File: src/rtl/kcl_pkg.sv
// Shared types and codes for the keypad code lock.
`timescale 1ns / 1ps
package kcl_pkg;

	typedef struct packed {
		logic       kind;
		logic [3:0] key_code;
	} in_t;

	typedef struct packed {
		logic [3:0] event_res;
		logic [1:0] motor_cmd;
		logic       is_locked;
		logic [2:0] mode_now;
		logic [3:0] entered_count;
		logic       reveal_on;
	} out_t;

	localparam logic KIND_KEY  = 1'b0;
	localparam logic KIND_TICK = 1'b1;

	localparam logic [3:0] KEY_A    = 4'd3;
	localparam logic [3:0] KEY_STAR = 4'd12;
	localparam logic [3:0] KEY_HASH = 4'd14;

	localparam logic [2:0] M_LOCKED  = 3'd0;
	localparam logic [2:0] M_OPEN    = 3'd1;
	localparam logic [2:0] M_VERIFY  = 3'd2;
	localparam logic [2:0] M_NEW     = 3'd3;
	localparam logic [2:0] M_CONFIRM = 3'd4;

	localparam logic [3:0] EV_NONE     = 4'd0;
	localparam logic [3:0] EV_BOUNCED  = 4'd1;
	localparam logic [3:0] EV_DIGIT    = 4'd2;
	localparam logic [3:0] EV_CLEARED  = 4'd3;
	localparam logic [3:0] EV_GRANTED  = 4'd4;
	localparam logic [3:0] EV_DENIED   = 4'd5;
	localparam logic [3:0] EV_RELOCKED = 4'd6;
	localparam logic [3:0] EV_CHG_START = 4'd7;
	localparam logic [3:0] EV_OLD_OK   = 4'd8;
	localparam logic [3:0] EV_OLD_BAD  = 4'd9;
	localparam logic [3:0] EV_CANCEL   = 4'd10;
	localparam logic [3:0] EV_NEW_TAKEN = 4'd11;
	localparam logic [3:0] EV_CHANGED  = 4'd12;
	localparam logic [3:0] EV_MISMATCH = 4'd13;
	localparam logic [3:0] EV_REVEAL   = 4'd14;
	localparam logic [3:0] EV_EXPIRED  = 4'd15;

	localparam logic [1:0] MOTOR_NONE  = 2'd0;
	localparam logic [1:0] MOTOR_OPEN  = 2'd1;
	localparam logic [1:0] MOTOR_CLOSE = 2'd2;

	localparam logic CFG_DEBOUNCE = 1'b0;
	localparam logic CFG_REVEAL   = 1'b1;

	localparam logic [15:0] DEBOUNCE_RESET = 16'd200;
	localparam logic [15:0] REVEAL_RESET   = 16'd3500;
	localparam logic [15:0] COUNT_MAX      = 16'hFFFF;

	// factory PIN, first four digit slots; the rest reset to zero
	localparam int PIN_RESET_LEN = 4;
	localparam logic [3:0] PIN_RESET [PIN_RESET_LEN] = '{4'd0, 4'd1, 4'd2, 4'd4};

endpackage

File: src/rtl/keypad_code_lock.sv
// Keypad PIN lock with PIN change, debounce and reveal timer.
//
// channel | dir | handshake        | beat
// in      | in  | in_valid/in_stall | in_t: kind, key_code
// out     | out | out_valid/out_stall | out_t: event, motor, status
// cfg     | in  | cfg_we           | cfg_index selects debounce or reveal ticks
//
// One item per cycle while the output is not stalled: an input register feeds
// the state update and result logic, which loads the output register.
// The state update (two parallel PIN compares) sets the cycle.
// Reset loads the factory PIN and default tick counts; no clearing pass.
// A stalled output holds the result; the input register refills behind it
// and in_stall rises only when both are full.
`timescale 1ns / 1ps
module keypad_code_lock
	import kcl_pkg::*;
#(
	parameter int MAX_DIGITS = 8
) (
	input  logic        clk,
	input  logic        arst_n,
	input  logic        in_valid,
	output logic        in_stall,
	input  in_t         in_data,
	output logic        out_valid,
	input  logic        out_stall,
	output out_t        out_data,
	input  logic        cfg_we,
	input  logic        cfg_index,
	input  logic [15:0] cfg_data
);

	localparam int LW = $clog2(MAX_DIGITS + 1);
	localparam int IW = $clog2(MAX_DIGITS);
	localparam logic [LW-1:0] LEN_MAX = LW'(MAX_DIGITS);

	// input register
	logic        valid_s1;
	in_t         item_s1;
	logic        advance;

	// result register
	logic        out_valid_q;
	out_t        out_data_q;

	// configuration
	logic [15:0] debounce_q;
	logic [15:0] reveal_ticks_q;

	// lock state
	logic [2:0]    mode_q;
	logic [3:0]    stored_q [MAX_DIGITS];
	logic [LW-1:0] stored_len_q;
	logic [3:0]    entry_q [MAX_DIGITS];
	logic [LW-1:0] entry_len_q;
	logic [3:0]    cand_q [MAX_DIGITS];
	logic [LW-1:0] cand_len_q;
	logic          reveal_q;
	logic [15:0]   reveal_timer_q;
	logic [15:0]   since_key_q;

	// next state
	logic [2:0]    mode_d;
	logic [LW-1:0] stored_len_d;
	logic [LW-1:0] entry_len_d;
	logic [LW-1:0] cand_len_d;
	logic          reveal_d;
	logic [15:0]   reveal_timer_d;
	logic [15:0]   since_key_d;
	logic          digit_we;
	logic          cand_we;
	logic          stored_we;
	logic [3:0]    ev;
	logic [1:0]    motor;
	logic          match_stored;
	logic          match_cand;
	logic [LW+3:0] count_ext;
	out_t          result;

	assign advance   = valid_s1 && (!out_valid_q || !out_stall);
	assign in_stall  = valid_s1 && !advance;
	assign out_valid = out_valid_q;
	assign out_data  = out_data_q;

	always_ff @(posedge clk or negedge arst_n) begin
		if (!arst_n) begin
			valid_s1 <= 1'b0;
		end else if (!in_stall) begin
			valid_s1 <= in_valid;
		end
	end

	always_ff @(posedge clk) begin
		if (in_valid && !in_stall) begin
			item_s1 <= in_data;
		end
	end

	always_ff @(posedge clk or negedge arst_n) begin
		if (!arst_n) begin
			debounce_q     <= DEBOUNCE_RESET;
			reveal_ticks_q <= REVEAL_RESET;
		end else if (cfg_we) begin
			if (cfg_index == CFG_DEBOUNCE) begin
				debounce_q <= cfg_data;
			end else begin
				reveal_ticks_q <= cfg_data;
			end
		end
	end

	// digit-wise compares, only slots below the entry length count
	always_comb begin
		match_stored = (entry_len_q == stored_len_q);
		match_cand   = (entry_len_q == cand_len_q);
		for (int i = 0; i < MAX_DIGITS; i++) begin
			if (LW'(i) < entry_len_q) begin
				if (entry_q[i] != stored_q[i]) match_stored = 1'b0;
				if (entry_q[i] != cand_q[i])   match_cand = 1'b0;
			end
		end
	end

	always_comb begin
		mode_d         = mode_q;
		stored_len_d   = stored_len_q;
		entry_len_d    = entry_len_q;
		cand_len_d     = cand_len_q;
		reveal_d       = reveal_q;
		reveal_timer_d = reveal_timer_q;
		since_key_d    = since_key_q;
		digit_we       = 1'b0;
		cand_we        = 1'b0;
		stored_we      = 1'b0;
		ev             = EV_NONE;
		motor          = MOTOR_NONE;

		if (item_s1.kind == KIND_TICK) begin
			if (since_key_q != COUNT_MAX) since_key_d = since_key_q + 16'd1;
			if (reveal_q) begin
				if (reveal_timer_q != COUNT_MAX) reveal_timer_d = reveal_timer_q + 16'd1;
				if (reveal_timer_d > reveal_ticks_q) begin
					reveal_d = 1'b0;
					ev       = EV_EXPIRED;
				end
			end
		end else if (since_key_q <= debounce_q) begin
			ev = EV_BOUNCED;
		end else begin
			since_key_d = 16'd0;
			case (mode_q)
				M_LOCKED, M_VERIFY: begin
					if (item_s1.key_code == KEY_HASH) begin
						entry_len_d = '0;
						if (mode_q == M_LOCKED) begin
							ev = EV_CLEARED;
						end else begin
							mode_d = M_OPEN;
							ev     = EV_CANCEL;
						end
					end else if (item_s1.key_code == KEY_A) begin
						reveal_d = !reveal_q;
						if (!reveal_q) reveal_timer_d = 16'd0;
						ev = EV_REVEAL;
					end else if (item_s1.key_code == KEY_STAR) begin
						entry_len_d = '0;
						if (match_stored) begin
							reveal_d = 1'b0;
							if (mode_q == M_LOCKED) begin
								mode_d = M_OPEN;
								motor  = MOTOR_OPEN;
								ev     = EV_GRANTED;
							end else begin
								mode_d = M_NEW;
								ev     = EV_OLD_OK;
							end
						end else begin
							ev = (mode_q == M_LOCKED) ? EV_DENIED : EV_OLD_BAD;
						end
					end else if (entry_len_q < LEN_MAX) begin
						digit_we    = 1'b1;
						entry_len_d = entry_len_q + LW'(1);
						ev          = EV_DIGIT;
					end
				end
				M_OPEN: begin
					if (item_s1.key_code == KEY_HASH) begin
						mode_d = M_LOCKED;
						motor  = MOTOR_CLOSE;
						ev     = EV_RELOCKED;
					end else if (item_s1.key_code == KEY_STAR) begin
						mode_d      = M_VERIFY;
						entry_len_d = '0;
						ev          = EV_CHG_START;
					end
				end
				default: begin
					// enter new and confirm new
					if (item_s1.key_code == KEY_HASH) begin
						mode_d      = M_OPEN;
						entry_len_d = '0;
						if (mode_q != M_NEW) cand_len_d = '0;
						ev = EV_CANCEL;
					end else if (item_s1.key_code == KEY_STAR) begin
						entry_len_d = '0;
						if (mode_q == M_NEW) begin
							cand_we    = 1'b1;
							cand_len_d = entry_len_q;
							mode_d     = M_CONFIRM;
							ev         = EV_NEW_TAKEN;
						end else if (match_cand) begin
							stored_we    = 1'b1;
							stored_len_d = cand_len_q;
							cand_len_d   = '0;
							mode_d       = M_OPEN;
							ev           = EV_CHANGED;
						end else begin
							mode_d = M_NEW;
							ev     = EV_MISMATCH;
						end
					end else if (entry_len_q < LEN_MAX) begin
						digit_we    = 1'b1;
						entry_len_d = entry_len_q + LW'(1);
						ev          = EV_DIGIT;
					end
				end
			endcase
		end
	end

	always_comb begin
		count_ext            = {4'd0, entry_len_d};
		result.event_res     = ev;
		result.motor_cmd     = motor;
		result.is_locked     = (mode_d == M_LOCKED);
		result.mode_now      = mode_d;
		result.entered_count = count_ext[3:0];
		result.reveal_on     = reveal_d;
	end

	always_ff @(posedge clk or negedge arst_n) begin
		if (!arst_n) begin
			mode_q         <= M_LOCKED;
			stored_len_q   <= LW'(PIN_RESET_LEN);
			entry_len_q    <= '0;
			cand_len_q     <= '0;
			reveal_q       <= 1'b0;
			reveal_timer_q <= 16'd0;
			since_key_q    <= COUNT_MAX;
			for (int i = 0; i < PIN_RESET_LEN; i++) begin
				stored_q[i] <= PIN_RESET[i];
			end
			for (int i = PIN_RESET_LEN; i < MAX_DIGITS; i++) begin
				stored_q[i] <= 4'd0;
			end
		end else if (advance) begin
			mode_q         <= mode_d;
			stored_len_q   <= stored_len_d;
			entry_len_q    <= entry_len_d;
			cand_len_q     <= cand_len_d;
			reveal_q       <= reveal_d;
			reveal_timer_q <= reveal_timer_d;
			since_key_q    <= since_key_d;
			if (stored_we) begin
				stored_q <= cand_q;
			end
		end
	end

	always_ff @(posedge clk) begin
		if (advance) begin
			if (digit_we) begin
				entry_q[entry_len_q[IW-1:0]] <= item_s1.key_code;
			end
			if (cand_we) begin
				cand_q <= entry_q;
			end
		end
	end

	always_ff @(posedge clk or negedge arst_n) begin
		if (!arst_n) begin
			out_valid_q <= 1'b0;
		end else if (advance) begin
			out_valid_q <= 1'b1;
		end else if (!out_stall) begin
			out_valid_q <= 1'b0;
		end
	end

	always_ff @(posedge clk) begin
		if (advance) begin
			out_data_q <= result;
		end
	end

	a_open_only_granted: assert property (@(posedge clk) disable iff (!arst_n)
		out_valid && out_data.motor_cmd == MOTOR_OPEN
		|-> out_data.event_res == EV_GRANTED && out_data.mode_now == M_OPEN)
		else $error("open command without a granted PIN");

	a_entry_bounded: assert property (@(posedge clk) disable iff (!arst_n)
		entry_len_q <= LEN_MAX && cand_len_q <= LEN_MAX)
		else $error("digit count past capacity");

	a_hold_item: assert property (@(posedge clk) disable iff (!arst_n)
		valid_s1 && !advance |=> valid_s1)
		else $error("waiting item dropped from input register");

	a_reveal_by_key: assert property (@(posedge clk) disable iff (!arst_n)
		$rose(reveal_q) |-> $past(advance && item_s1.kind == KIND_KEY))
		else $error("reveal flag set without a key beat");

endmodule
File: config.mk
export PLATFORM = sky130hd
export DESIGN_NAME = keypad_code_lock
export DESIGN_NICKNAME = d
export VERILOG_FILES = /design/src/rtl/kcl_pkg.sv /design/src/rtl/keypad_code_lock.sv
export SDC_FILE = /design/constraint.sdc
export NUM_CORES = 1
export LEC_CHECK = 0
export ABC_AREA = 1
export BUFFER_PORTS_ARGS = -buffer_cell sky130_fd_sc_hd__buf_4
export CAP_MARGIN = 15
export CORE_ASPECT_RATIO = 0.9
export CORE_MARGIN = 4
export CORE_UTILIZATION = 45
export CTS_BUF_LIST = sky130_fd_sc_hd__clkbuf_16
export CTS_CLUSTER_SIZE = 12
export DETAILED_ROUTE_END_ITERATION = 8
export GPL_TIMING_DRIVEN = 0
export SYNTH_ARGS = -nofsm -noshare
export SYNTH_HDL_FRONTEND = slang
export SYNTH_SLANG_ARGS = --single-unit
File: constraint.sdc
create_clock -name clk -period 4.95 [get_ports clk]
set_clock_uncertainty 0.2 [all_clocks]
set_input_delay 0.495 -clock clk [delete_from_list [all_inputs] [get_ports clk]]
set_output_delay 0.495 -clock clk [all_outputs]
set_load 0.02 [all_outputs]
==> impl_metrics.env, run 1 <==
export IMPL_status="finished clean"
export IMPL_power_density_nw_per_um2=365
export IMPL_worstMarginPinSlew_ns=0.967
export IMPL_die_area_um2=26100
export IMPL_grt_use_total_pct=19.6
export IMPL_cp_max_fo=7
export IMPL_cts_max_path_buffers=2
export IMPL_relSlewSlack_pct=35.0
export IMPL_hp_class="in2reg"
export IMPL_power_leakage_nw=5.39
export IMPL_drc=0
export IMPL_grt_overflow_total=0
export IMPL_initialDrtViolationCount=696
export IMPL_detail_route_antenna_nets=0
export IMPL_synth_async_reset_ratio_pct=57.6
export IMPL_ys_flop_type="edfxtp_1"
export IMPL_grt_pass1_vias=7680
export IMPL_start_util_pct=46.4
export IMPL_clk_insertion_delay_late_ns=0.44
export IMPL_synth_area_mux_share_pct=0
export IMPL_syn_instance_count=1183
export IMPL_instances_no_fill=1559
export IMPL_num_antenna_cells=0
export IMPL_rsz0062_at_grt="false"
export IMPL_die_x_um=170
export IMPL_cts_sinks=198
export IMPL_power_switching_mw=1.40
export IMPL_place_hpwl_mm=17.7
export IMPL_critPathSlowestCell="dfrtp_1"
export IMPL_fill_cells=2094
export IMPL_max_clock_freq_ghz=0.277
export IMPL_io_pins=44
export IMPL_final_cell_mix="nand2_1, inv_1, nor2_1, dfrtp_1, edfxtp_1"
export IMPL_firstDrtPassIters=5
export IMPL_synth_top_family_by_area="simple AND/OR/NAND/NOR gates"
export IMPL_fp_dieH_um=154
export IMPL_drive_gt1_share_pct=17.4
export IMPL_netlist_area_um2=10600
export IMPL_synth_edf_count=84
export IMPL_antenna_found_initial=0
export IMPL_critPathLaunchType="register"
export IMPL_synthTopCellsByArea="edfxtp_1, dfrtp_1, nand2_1"
export IMPL_crit_arrival_ns=3.57
export IMPL_layout_commonest_cell="nand2_1"
export IMPL_crit_chain="ha_1 > nand2_1 > inv_1 > nand4_2 > nor2_2 > nand2_2 > nand3_1 > nor2_1 > xor2_1 > ha_1 > a21oi_1 > o21a_1 > o21ai_0 > nand3_1 > nand3_1 > nand3_1 > o21ai_0"
export IMPL_required_ns=4.91
export IMPL_synth_area_leader_cell="edfxtp_1"
export IMPL_grt_max_degree=75
export IMPL_cts_tree="yes"
export IMPL_crit_type="reg2reg"
export IMPL_synth_compound_area_share_pct=9.72
export IMPL_drt_wirelength_per_cell_um=15.7
export IMPL_maxCapViolCount=0
export IMPL_via_count=7755
export IMPL_worst_path_buf_inv=1
export IMPL_wirelength_mm=24.5
export IMPL_synth_nets=1246
export IMPL_cts_buffers=17
export IMPL_switching_share_pct=32.1
export IMPL_synthXorXnorAreaFrac_pct=5.62
export IMPL_pwr_share_comb_pct=21.3
export IMPL_seq_power_share_pct=45.3
export IMPL_ys_warn_count=0
export IMPL_io_buffer_count=43
export IMPL_p_int_mw=2.97
export IMPL_peakVddDrop_v=0.000176
export IMPL_avgViaCountPerCell=4.97
export IMPL_hold_viol=0
export IMPL_ys_seq_elements=198
export IMPL_dp_cells=1525
export IMPL_clk_pin_slew_ns=0.08
export IMPL_synthAdderAreaFrac_pct=4.25
export IMPL_htreeDepth=4
export IMPL_slew_viol_final=0
export IMPL_cp_top_family="simple AND/OR/NAND/NOR gates"
export IMPL_rows=52
export IMPL_p_clk_share_pct=33.4
export IMPL_grt_pass1_wl_mm=40.7
export IMPL_ys_seq_area_share_pct=51.1
export IMPL_place_worst_setup_slack_ns=1.40
export IMPL_synth_top_area_share_pct=23.8
export IMPL_avgSynthCellArea_um2=8.95
export IMPL_ys_types=43
export IMPL_worst_slack_ns=1.34
export IMPL_cpPeakStageDelay_ns=0.43
export IMPL_setup_viol=0
export IMPL_critPathMostFrequentCell="nand3_1"
export IMPL_period_share_pct=73.0
export IMPL_gp_congestion=0.918
export IMPL_fp_coreArea_um2=22800
export IMPL_synth_simple_area_share_pct=20.7
export IMPL_ctsRootBufferMaster="clkbuf_16"
export IMPL_finalCriticalPeriod_ns=3.61
export IMPL_final_nets=1312
export IMPL_area_growth_pct=13.1
export IMPL_critPathCaptureType="register"
cells by family after synthesis:
kind of cell               Yosys count
buffers and inverters              219
DFF                                198
and+or+nand+nor                    497
adders and majority gates           36
AOI/OAI and AO/OA                  165
xor gates and xnor gates            68
worst paths after layout:
kind | startpoint | endpoint | slack (ns) | depth (start not counted)
min | in_data[4] | item_s1[4]$_DFFE_PP_ | 0.03 | 1
min reg2reg | stored_q[21]$_DFFE_PN1P_ | stored_q[21]$_DFFE_PN1P_ | 0.28 | 2
max | reveal_timer_q[0]$_DFFE_PN0P_ | out_data[12]$_DFFE_PP_ | 1.34 | 17
min in group asynchronous | arst_n | stored_q[12]$_DFFE_PN0P_ | 0.35 | 2
max reg2reg | reveal_timer_q[0]$_DFFE_PN0P_ | out_data[12]$_DFFE_PP_ | 1.34 | 17
max in group asynchronous | arst_n | since_key_q[1]$_DFFE_PN1P_ | 3.42 | 3
layout make-up:
cell class	instances	area [um2]	share of cell area, %
clock inverters	15	185	1.55
clock buffers	17	425	3.55
plain buffers	26	185	1.55
repair buffers	47	399	3.33
multi-input cells	766	4280	35.7
inverters	193	724	6.05
well taps	297	372	3.10
flip-flops and latches	198	5410	45.2
registers in the layout, summed over array words and instances, names as in the netlist, 3 cells and up:
| signal | count |
|---|---|
| cand_q | 32 |
| entry_q | 32 |
| stored_q | 32 |
| debounce_q | 16 |
| reveal_ticks_q | 16 |
| reveal_timer_q | 16 |
| since_key_q | 16 |
| out_data | 15 |
| item_s1 | 5 |
| cand_len_q | 4 |
| entry_len_q | 4 |
| stored_len_q | 4 |
| mode_q | 3 |
synthesized netlist by cell type, types with 27 or more instances:
cell / count
nand2_1: 254
dfstp_2: 30
nand2_2: 37
ha_1: 36
dfrtp_1: 84
inv_1: 185
edfxtp_1: 84
o21ai_0: 52
nor2_1: 89
xnor2_1: 41
nand3_1: 54
xor2_1: 27
o21ai_2: 36
power groups by stage:
| stage | combinational, mW | sequential (mW) | clock (mW) |
|---|---|---|---|
| final | 0.933 | 1.98 | 1.46 |
| after CTS | 0.927 | 1.98 | 1.48 |
| after floorplan | 0.639 | 2.00 | 0 |
| after global placement | 0.903 | 2.01 | 0 |
| after detailed placement | 0.921 | 2.01 | 0 |
| after global routing | 1.08 | 2.00 | 1.56 |
worst reg2reg max path: cells and delay by family, from the launching register on:
kind / cells / cell delay (ns)
AO/OA/AOI/OAI: 4 / 0.52
XOR/XNOR: 1 / 0.23
adder cells (fa/ha/maj): 2 / 0.52
buffers and inverters: 1 / 0.11
flip-flops: 1 / 0.43
AND/OR/NAND/NOR: 9 / 1.31
timing repair:
item,in CTS,in global routing
resized for setup,0,0
buffers inserted,0,0
endpoints found under the hold margin,37,0
hold buffers,1,0
per-layer routing:
metal  GRT usage (%)  part of all wire, %  vias to the layer above  wire length [um]
met2            31.1                   46                      138             11300
li1                -                    -                     3940                 -
met5               0                    0                        -                 0
met3            2.88                  3.5                       18               854
met4            4.94                  1.1                        0               257
met1            28.3                   49                     3659             12000
per-stage QoR:
| stage | hold WS [ns] | utilization (%) | instance area, um2 | TNS [ns] | total power [mW] |
|---|---|---|---|---|---|
| after floorplan | -0.000591 | - | 10600 | 0 | 2.64 |
| after global routing | 0.0110 | 52.5 | 12000 | 0 | 4.64 |
| after CTS | 0.0261 | 52.4 | 12000 | 0 | 4.39 |
| final | 0.0314 | 52.5 | 12000 | 0 | 4.37 |
| after detailed placement | 0.264 | 49.7 | 11300 | 0 | 2.93 |
| after global placement | 0.269 | 49.4 | 11300 | -0.423 | 2.91 |
Power figures use the tool's default switching activity.
==> inputs of run 2 (changes only) <==
==> constraint.sdc (replaced) <==
create_clock -name clk -period 3.4 [get_ports clk]
set_clock_uncertainty 0.2 [all_clocks]
set_input_delay 0.34 -clock clk [delete_from_list [all_inputs] [get_ports clk]]
set_output_delay 0.34 -clock clk [all_outputs]
set_load 0.02 [all_outputs]
==> run 2 against run 1 <==
  * Sequential power rose by 46%
  * Clock-buffer cell count rose by 1
  * Flip-flop and latch count did not move
  * Setup slack got worse by 1.2 ns
  * Sequential share of layout area fell by 0.81 points
  * Critical endpoint unchanged
  * Global-route usage barely moved
  * Via count rose by 1.8%
  * Routed wire length rose by 0.23%
  * Utilization rose by 0.95 points
  * Critical path depth fell by 4
  * Die area did not move
  * Final area rose by 1.8%
==> impl_metrics.env, run 2 (synthesis results as in run 1) <==
export IMPL_use_met3_pct=2.90
export IMPL_worstMarginPinSlew_ns=0.681
export IMPL_via_count=7898
export IMPL_power_leakage_nw=5.48
export IMPL_fill_cells=2074
export IMPL_drt_wirelength_per_cell_um=15.5
export IMPL_start_util_pct=46.4
export IMPL_cts_max_path_buffers=2
export IMPL_max_clock_freq_ghz=0.305
export IMPL_fp_coreArea_um2=22800
export IMPL_rows=52
export IMPL_grt_overflow_total=0
export IMPL_final_nets=1330
export IMPL_cts_tree="yes"
export IMPL_grt_pass1_wl_mm=40.8
export IMPL_hp_start="cfg_data[9]"
export IMPL_critPathCaptureType="register"
export IMPL_grt_use_total_pct=19.6
export IMPL_required_ns=3.35
export IMPL_period_share_pct=96.4
export IMPL_finalCriticalPeriod_ns=3.28
export IMPL_clk_insertion_delay_late_ns=0.43
export IMPL_place_worst_setup_slack_ns=-0.129
export IMPL_crit_chain="nand2_1 > nor2_1 > inv_1 > nor3_1 > nand3_1 > o21ai_0 > inv_1 > ha_1 > nand4_1 > nor3_1 > nand2_1 > nand3_2 > o21ai_0"
export IMPL_grt_busiest_layer="met2"
export IMPL_maxCapViolCount=0
export IMPL_grt_max_degree=87
export IMPL_worst_slack_ns=0.122
export IMPL_power_mw=6.27
export IMPL_whs_path_depth=3
export IMPL_place_hpwl_mm=17.8
export IMPL_antenna_found_initial=0
export IMPL_htreeDepth=4
export IMPL_io_buffer_count=43
export IMPL_worstSetupStartpoint="reveal_timer_q[4]$_DFFE_PN0P_"
export IMPL_crit_arrival_ns=3.23
export IMPL_firstDrtPassIters=5
export IMPL_stdcell_area_um2=12200
export IMPL_worstRegToRegCells=13
export IMPL_cpPeakStageDelay_ns=0.37
export IMPL_cts_sinks=198
export IMPL_use_met1_pct=28.6
export IMPL_instances_no_fill=1577
export IMPL_placed_cell_area_um2=11400
export IMPL_avgViaCountPerCell=5.01
export IMPL_drive_gt1_share_pct=18.6
export IMPL_grt_pass1_vias=7811
export IMPL_layout_commonest_cell="nand2_1"
export IMPL_critPathSlowestCell="dfrtp_1"
export IMPL_cp_max_fo=4
export IMPL_die_x_um=170
export IMPL_peakVddDrop_v=0.000315
export IMPL_met2_usage_pct=31.0
export IMPL_ctsRootBufferMaster="clkbuf_16"
export IMPL_cts_buffers=17
export IMPL_drc=0
export IMPL_hold_viol=0
export IMPL_rsz0062_at_grt="true"
export IMPL_area_growth_pct=15.2
export IMPL_crit_type="reg2reg"
export IMPL_status="finished clean"
export IMPL_power_density_nw_per_um2=514
export IMPL_slew_viol_final=0
export IMPL_critPathLaunchType="register"
export IMPL_r2r_setup_slack_ns=0.12
export IMPL_die_area_um2=26100
export IMPL_clk_pin_slew_ns=0.08
export IMPL_r2r_start="reveal_timer_q[4]$_DFFE_PN0P_"
export IMPL_initialDrtViolationCount=578
export IMPL_wirelength_mm=24.5
export IMPL_num_antenna_cells=0
export IMPL_setup_viol=0
export IMPL_reg2reg_to="out_data[12]$_DFFE_PP_"
export IMPL_fin_util_pct=53.4
export IMPL_detail_route_antenna_nets=0
export IMPL_gp_congestion=0.902
export IMPL_relSlewSlack_pct=54.6
export IMPL_hp_class="in2reg"
export IMPL_io_pins=44
export IMPL_final_cell_mix="nand2_1, inv_1, nor2_1, dfrtp_1, edfxtp_1"
export IMPL_dp_cells=1526
export IMPL_fp_dieH_um=154
export IMPL_hold_end="reveal_ticks_q[9]$_DFFE_PN0P_"
[run 2: cell count changes in the layout (fill, tap and decap cells not counted), moves of 3 or more]
cell           delta
buf_4             +4
nand3_1           -3
nor3_1            -4
nor3_2            +4
dlygate4sd3_1    +14
nand3_2           +3
[run 2: cell type report]
type / instances / area [um2] / area share, %
multi-input cells: 766 / 4370 / 35.8
well taps: 297 / 372 / 3.05
inverters: 193 / 724 / 5.94
plain buffers: 26 / 185 / 1.52
clock buffers: 18 / 450 / 3.69
clock inverters: 14 / 114 / 0.934
flip-flops and latches: 198 / 5410 / 44.4
repair buffers: 65 / 569 / 4.67
[run 2: worst max-delay path, delay by kind of cell, from the launching register on]
kind	cells	cell delay, ns
DFF	1	0.37
adders and majority gates	1	0.34
AOI/OAI and AO/OA	2	0.36
and+or+nand+nor	8	1.51
buffers and inverters	2	0.22
[run 2: timing repair]
| item | 4_1_cts | 5_1_grt |
|---|---|---|
| endpoints found under the setup margin | 10 | 30 |
| gates resized for setup | 4 | 13 |
| endpoints found under the hold margin | 42 | 1 |
| hold buffers | 14 | 1 |
| buffers inserted | 1 | 3 |
| pin swaps | 0 | 4 |
[run 2: worst max path at each step]
stage | endpoint | cells after the start | slack (ns)
2_1_floorplan | cand_q[0]$_DFFE_PP_ | 12 | 0.27
3_3_place_gp | cand_q[0]$_DFFE_PP_ | 13 | -0.80
3_5_place_dp | out_data[12]$_DFFE_PP_ | 19 | -0.13
4_1_cts | out_data[12]$_DFFE_PP_ | 17 | 0.06
5_1_grt | out_data[12]$_DFFE_PP_ | 19 | -0.09
6_report | out_data[12]$_DFFE_PP_ | 13 | 0.12
[run 2: report_power, final]
| part | switching, mW | internal (mW) |
|---|---|---|
| Clock | 0.961 | 1.00 |
| Combinational | 0.899 | 0.521 |
| Sequential | 0.168 | 2.72 |
| Total | 2.03 | 4.24 |
[run 2: per-layer routing]
layer  part of all wire (%)  vias up  routed length, um
met5                      0        -                  0
li1                       -     3979                  -
met3                    3.3       26                810
met4                    1.7        0                410
met2                     46      154              11300
met1                     49     3739              12000
[run 2: through the flow]
stage	hold slack [ns]	setup TNS [ns]
after global placement	0.258	-26.40
final	0.0146	0
after floorplan	-0.156	0
after CTS	0.000559	0
after global routing	0.0198	-0.138
after detailed placement	0.0513	-0.665
==> inputs of run 3 (changes only) <==
==> constraint.sdc (replaced) <==
create_clock -name clk -period 3.75 [get_ports clk]
set_clock_uncertainty 0.2 [all_clocks]
set_input_delay 0.375 -clock clk [delete_from_list [all_inputs] [get_ports clk]]
set_output_delay 0.375 -clock clk [all_outputs]
set_load 0.02 [all_outputs]
==> run 3 against run 2 <==
  * Flip-flop and latch count unchanged
  * Final cell count decreased by 0.57%
  * Final area fell by 0.89%
  * Total power is 7.7% lower
  * Hold slack worse by 0.0032 ns
  * Critical endpoint unchanged
==> impl_metrics.env, run 3 (synthesis results as in run 1) <==
export IMPL_status="finished clean"
export IMPL_start_util_pct=46.4
export IMPL_io_pins=44
export IMPL_relSlewSlack_pct=47.9
export IMPL_instances_no_fill=1568
export IMPL_grt_max_degree=75
export IMPL_htreeDepth=4
export IMPL_final_cell_mix="nand2_1, inv_1, nor2_1, dfrtp_1, edfxtp_1"
export IMPL_postCtsSetupBuffers=0
export IMPL_io_buffer_count=43
export IMPL_power_switching_mw=1.86
export IMPL_peakVddDrop_v=0.000234
export IMPL_finalCriticalPeriod_ns=3.57
export IMPL_cpPeakStageDelay_ns=0.43
export IMPL_switching_share_pct=32.1
export IMPL_worstMarginPinSlew_ns=0.775
export IMPL_initialDrtViolationCount=637
export IMPL_firstDrtPassIters=5
export IMPL_drt_wirelength_per_cell_um=15.7
export IMPL_area_growth_pct=14.1
export IMPL_num_antenna_cells=0
export IMPL_ctsRootBufferMaster="clkbuf_16"
export IMPL_drive_gt1_share_pct=17.5
export IMPL_crit_arrival_ns=3.53
export IMPL_power_density_nw_per_um2=479
export IMPL_hold_viol=0
export IMPL_gp_congestion=0.918
export IMPL_stdcell_area_um2=12100
export IMPL_critPathSlowestCell="dfrtp_1"
export IMPL_drc=0
export IMPL_placed_cell_area_um2=11300
export IMPL_cts_sinks=198
export IMPL_via_count=7790
export IMPL_cts_tree="yes"
export IMPL_detail_route_antenna_nets=0
export IMPL_slew_viol_final=0
export IMPL_crit_chain="ha_1 > nand2_1 > inv_1 > nand4_2 > nor2_2 > nand2_2 > nand3_1 > nor2_1 > xor2_1 > ha_1 > a21oi_1 > o21a_1 > o21ai_0 > nand3_1 > nand3_1 > nand3_2 > o21ai_0"
export IMPL_p_int_mw=3.93
export IMPL_critPathCaptureType="register"
export IMPL_die_x_um=170
export IMPL_critPathLaunchType="register"
export IMPL_p_clk_share_pct=33.2
export IMPL_setup_viol=0
export IMPL_seq_power_share_pct=45.2
export IMPL_cts_buffers=17
export IMPL_die_area_um2=26100
export IMPL_layout_commonest_cell="nand2_1"
export IMPL_cp_max_fo=7
export IMPL_rows=52
export IMPL_period_share_pct=95.2
export IMPL_fp_coreArea_um2=22800
export IMPL_final_nets=1321
export IMPL_wirelength_mm=24.6
export IMPL_grt_pass1_vias=7722
export IMPL_clk_insertion_delay_late_ns=0.45
export IMPL_required_ns=3.71
export IMPL_avgViaCountPerCell=4.97
export IMPL_cts_max_path_buffers=2
export IMPL_pwr_share_comb_pct=21.6
export IMPL_grt_pass1_wl_mm=40.9
export IMPL_hp_class="in2reg"
export IMPL_grt_overflow_total=0
export IMPL_clk_pin_slew_ns=0.08
export IMPL_crit_type="reg2reg"
export IMPL_grt_use_total_pct=19.6
export IMPL_place_hpwl_mm=17.7
export IMPL_max_clock_freq_ghz=0.280
export IMPL_maxCapViolCount=0
export IMPL_critPathMostFrequentCell="nand3_1"
export IMPL_power_leakage_nw=5.43
export IMPL_antenna_found_initial=0
export IMPL_fp_dieH_um=154
export IMPL_dp_cells=1525
## run 3: power groups by stage
| stage | combinational [mW] | clock [mW] | sequential, mW |
|---|---|---|---|
| global route | 1.44 | 2.06 | 2.64 |
| CTS | 1.23 | 1.96 | 2.62 |
| global placement | 1.19 | 0 | 2.65 |
| floorplan | 0.843 | 0 | 2.64 |
| finish | 1.25 | 1.92 | 2.61 |
| detailed placement | 1.22 | 0 | 2.66 |
## run 3: critical path, delay by kind of cell, from the launching register on
family | cells | cell delay, ns
flip-flops | 1 | 0.43
XOR/XNOR | 1 | 0.23
buffers and inverters | 1 | 0.11
AND/OR/NAND/NOR | 9 | 1.28
AO/OA/AOI/OAI | 4 | 0.51
adder cells (fa/ha/maj) | 2 | 0.53
## run 3: final cells by class
cell class                      count  area [um2]
Timing Repair Buffer               56         489
Inverter                          193         724
Tap cell                          297         372
Sequential cell                   198        5410
Buffer                             26         185
Multi-Input combinational cell    766        4290
Clock inverter                     15         185
Clock buffer                       17         425
Fill cell                        2088       10700
## run 3: worst paths after layout
| check | startpoint | end | slack, ns | cells past startpoint |
|---|---|---|---|---|
| min | cfg_data[7] | reveal_ticks_q[7]$_DFFE_PN1P_ | 0.01 | 3 |
| min in group asynchronous | arst_n | stored_q[12]$_DFFE_PN0P_ | 0.23 | 2 |
| max in group asynchronous | arst_n | since_key_q[8]$_DFFE_PN1P_ | 2.35 | 3 |
| max reg2reg | reveal_timer_q[0]$_DFFE_PN0P_ | out_data[12]$_DFFE_PP_ | 0.18 | 17 |
| min reg2reg | stored_q[21]$_DFFE_PN1P_ | stored_q[21]$_DFFE_PN1P_ | 0.28 | 2 |
| max | reveal_timer_q[0]$_DFFE_PN0P_ | out_data[12]$_DFFE_PP_ | 0.18 | 17 |
## run 3: metrics by stage
step	util (%)	hold WS [ns]	total power, mW	setup TNS, ns	setup WS, ns
after floorplan	-	-0.121	3.49	0	0.0956
after global placement	49.4	0.269	3.85	-38.82	-1.22
after detailed placement	49.7	0.144	3.87	0	0.196
after CTS	52.8	0.00864	5.80	0	0.162
after global routing	52.9	0.0128	6.14	-0.0122	-0.0122
final	52.9	0.0115	5.79	0	0.180
## run 3: what timing repair did
item,in CTS,in global routing
resized for setup,0,3
hold buffers,10,0
endpoints found under the setup margin,0,8
hold endpoints to repair,46,0
## run 3: per-layer routing
layer  track usage, %  part of all wire [%]  vias up
met3             2.88                   3.3       22
met5                0                     0        -
met4             4.94                   1.2        0
met1             28.4                    49     3659
met2             31.3                    46      151
li1                 -                     -     3958
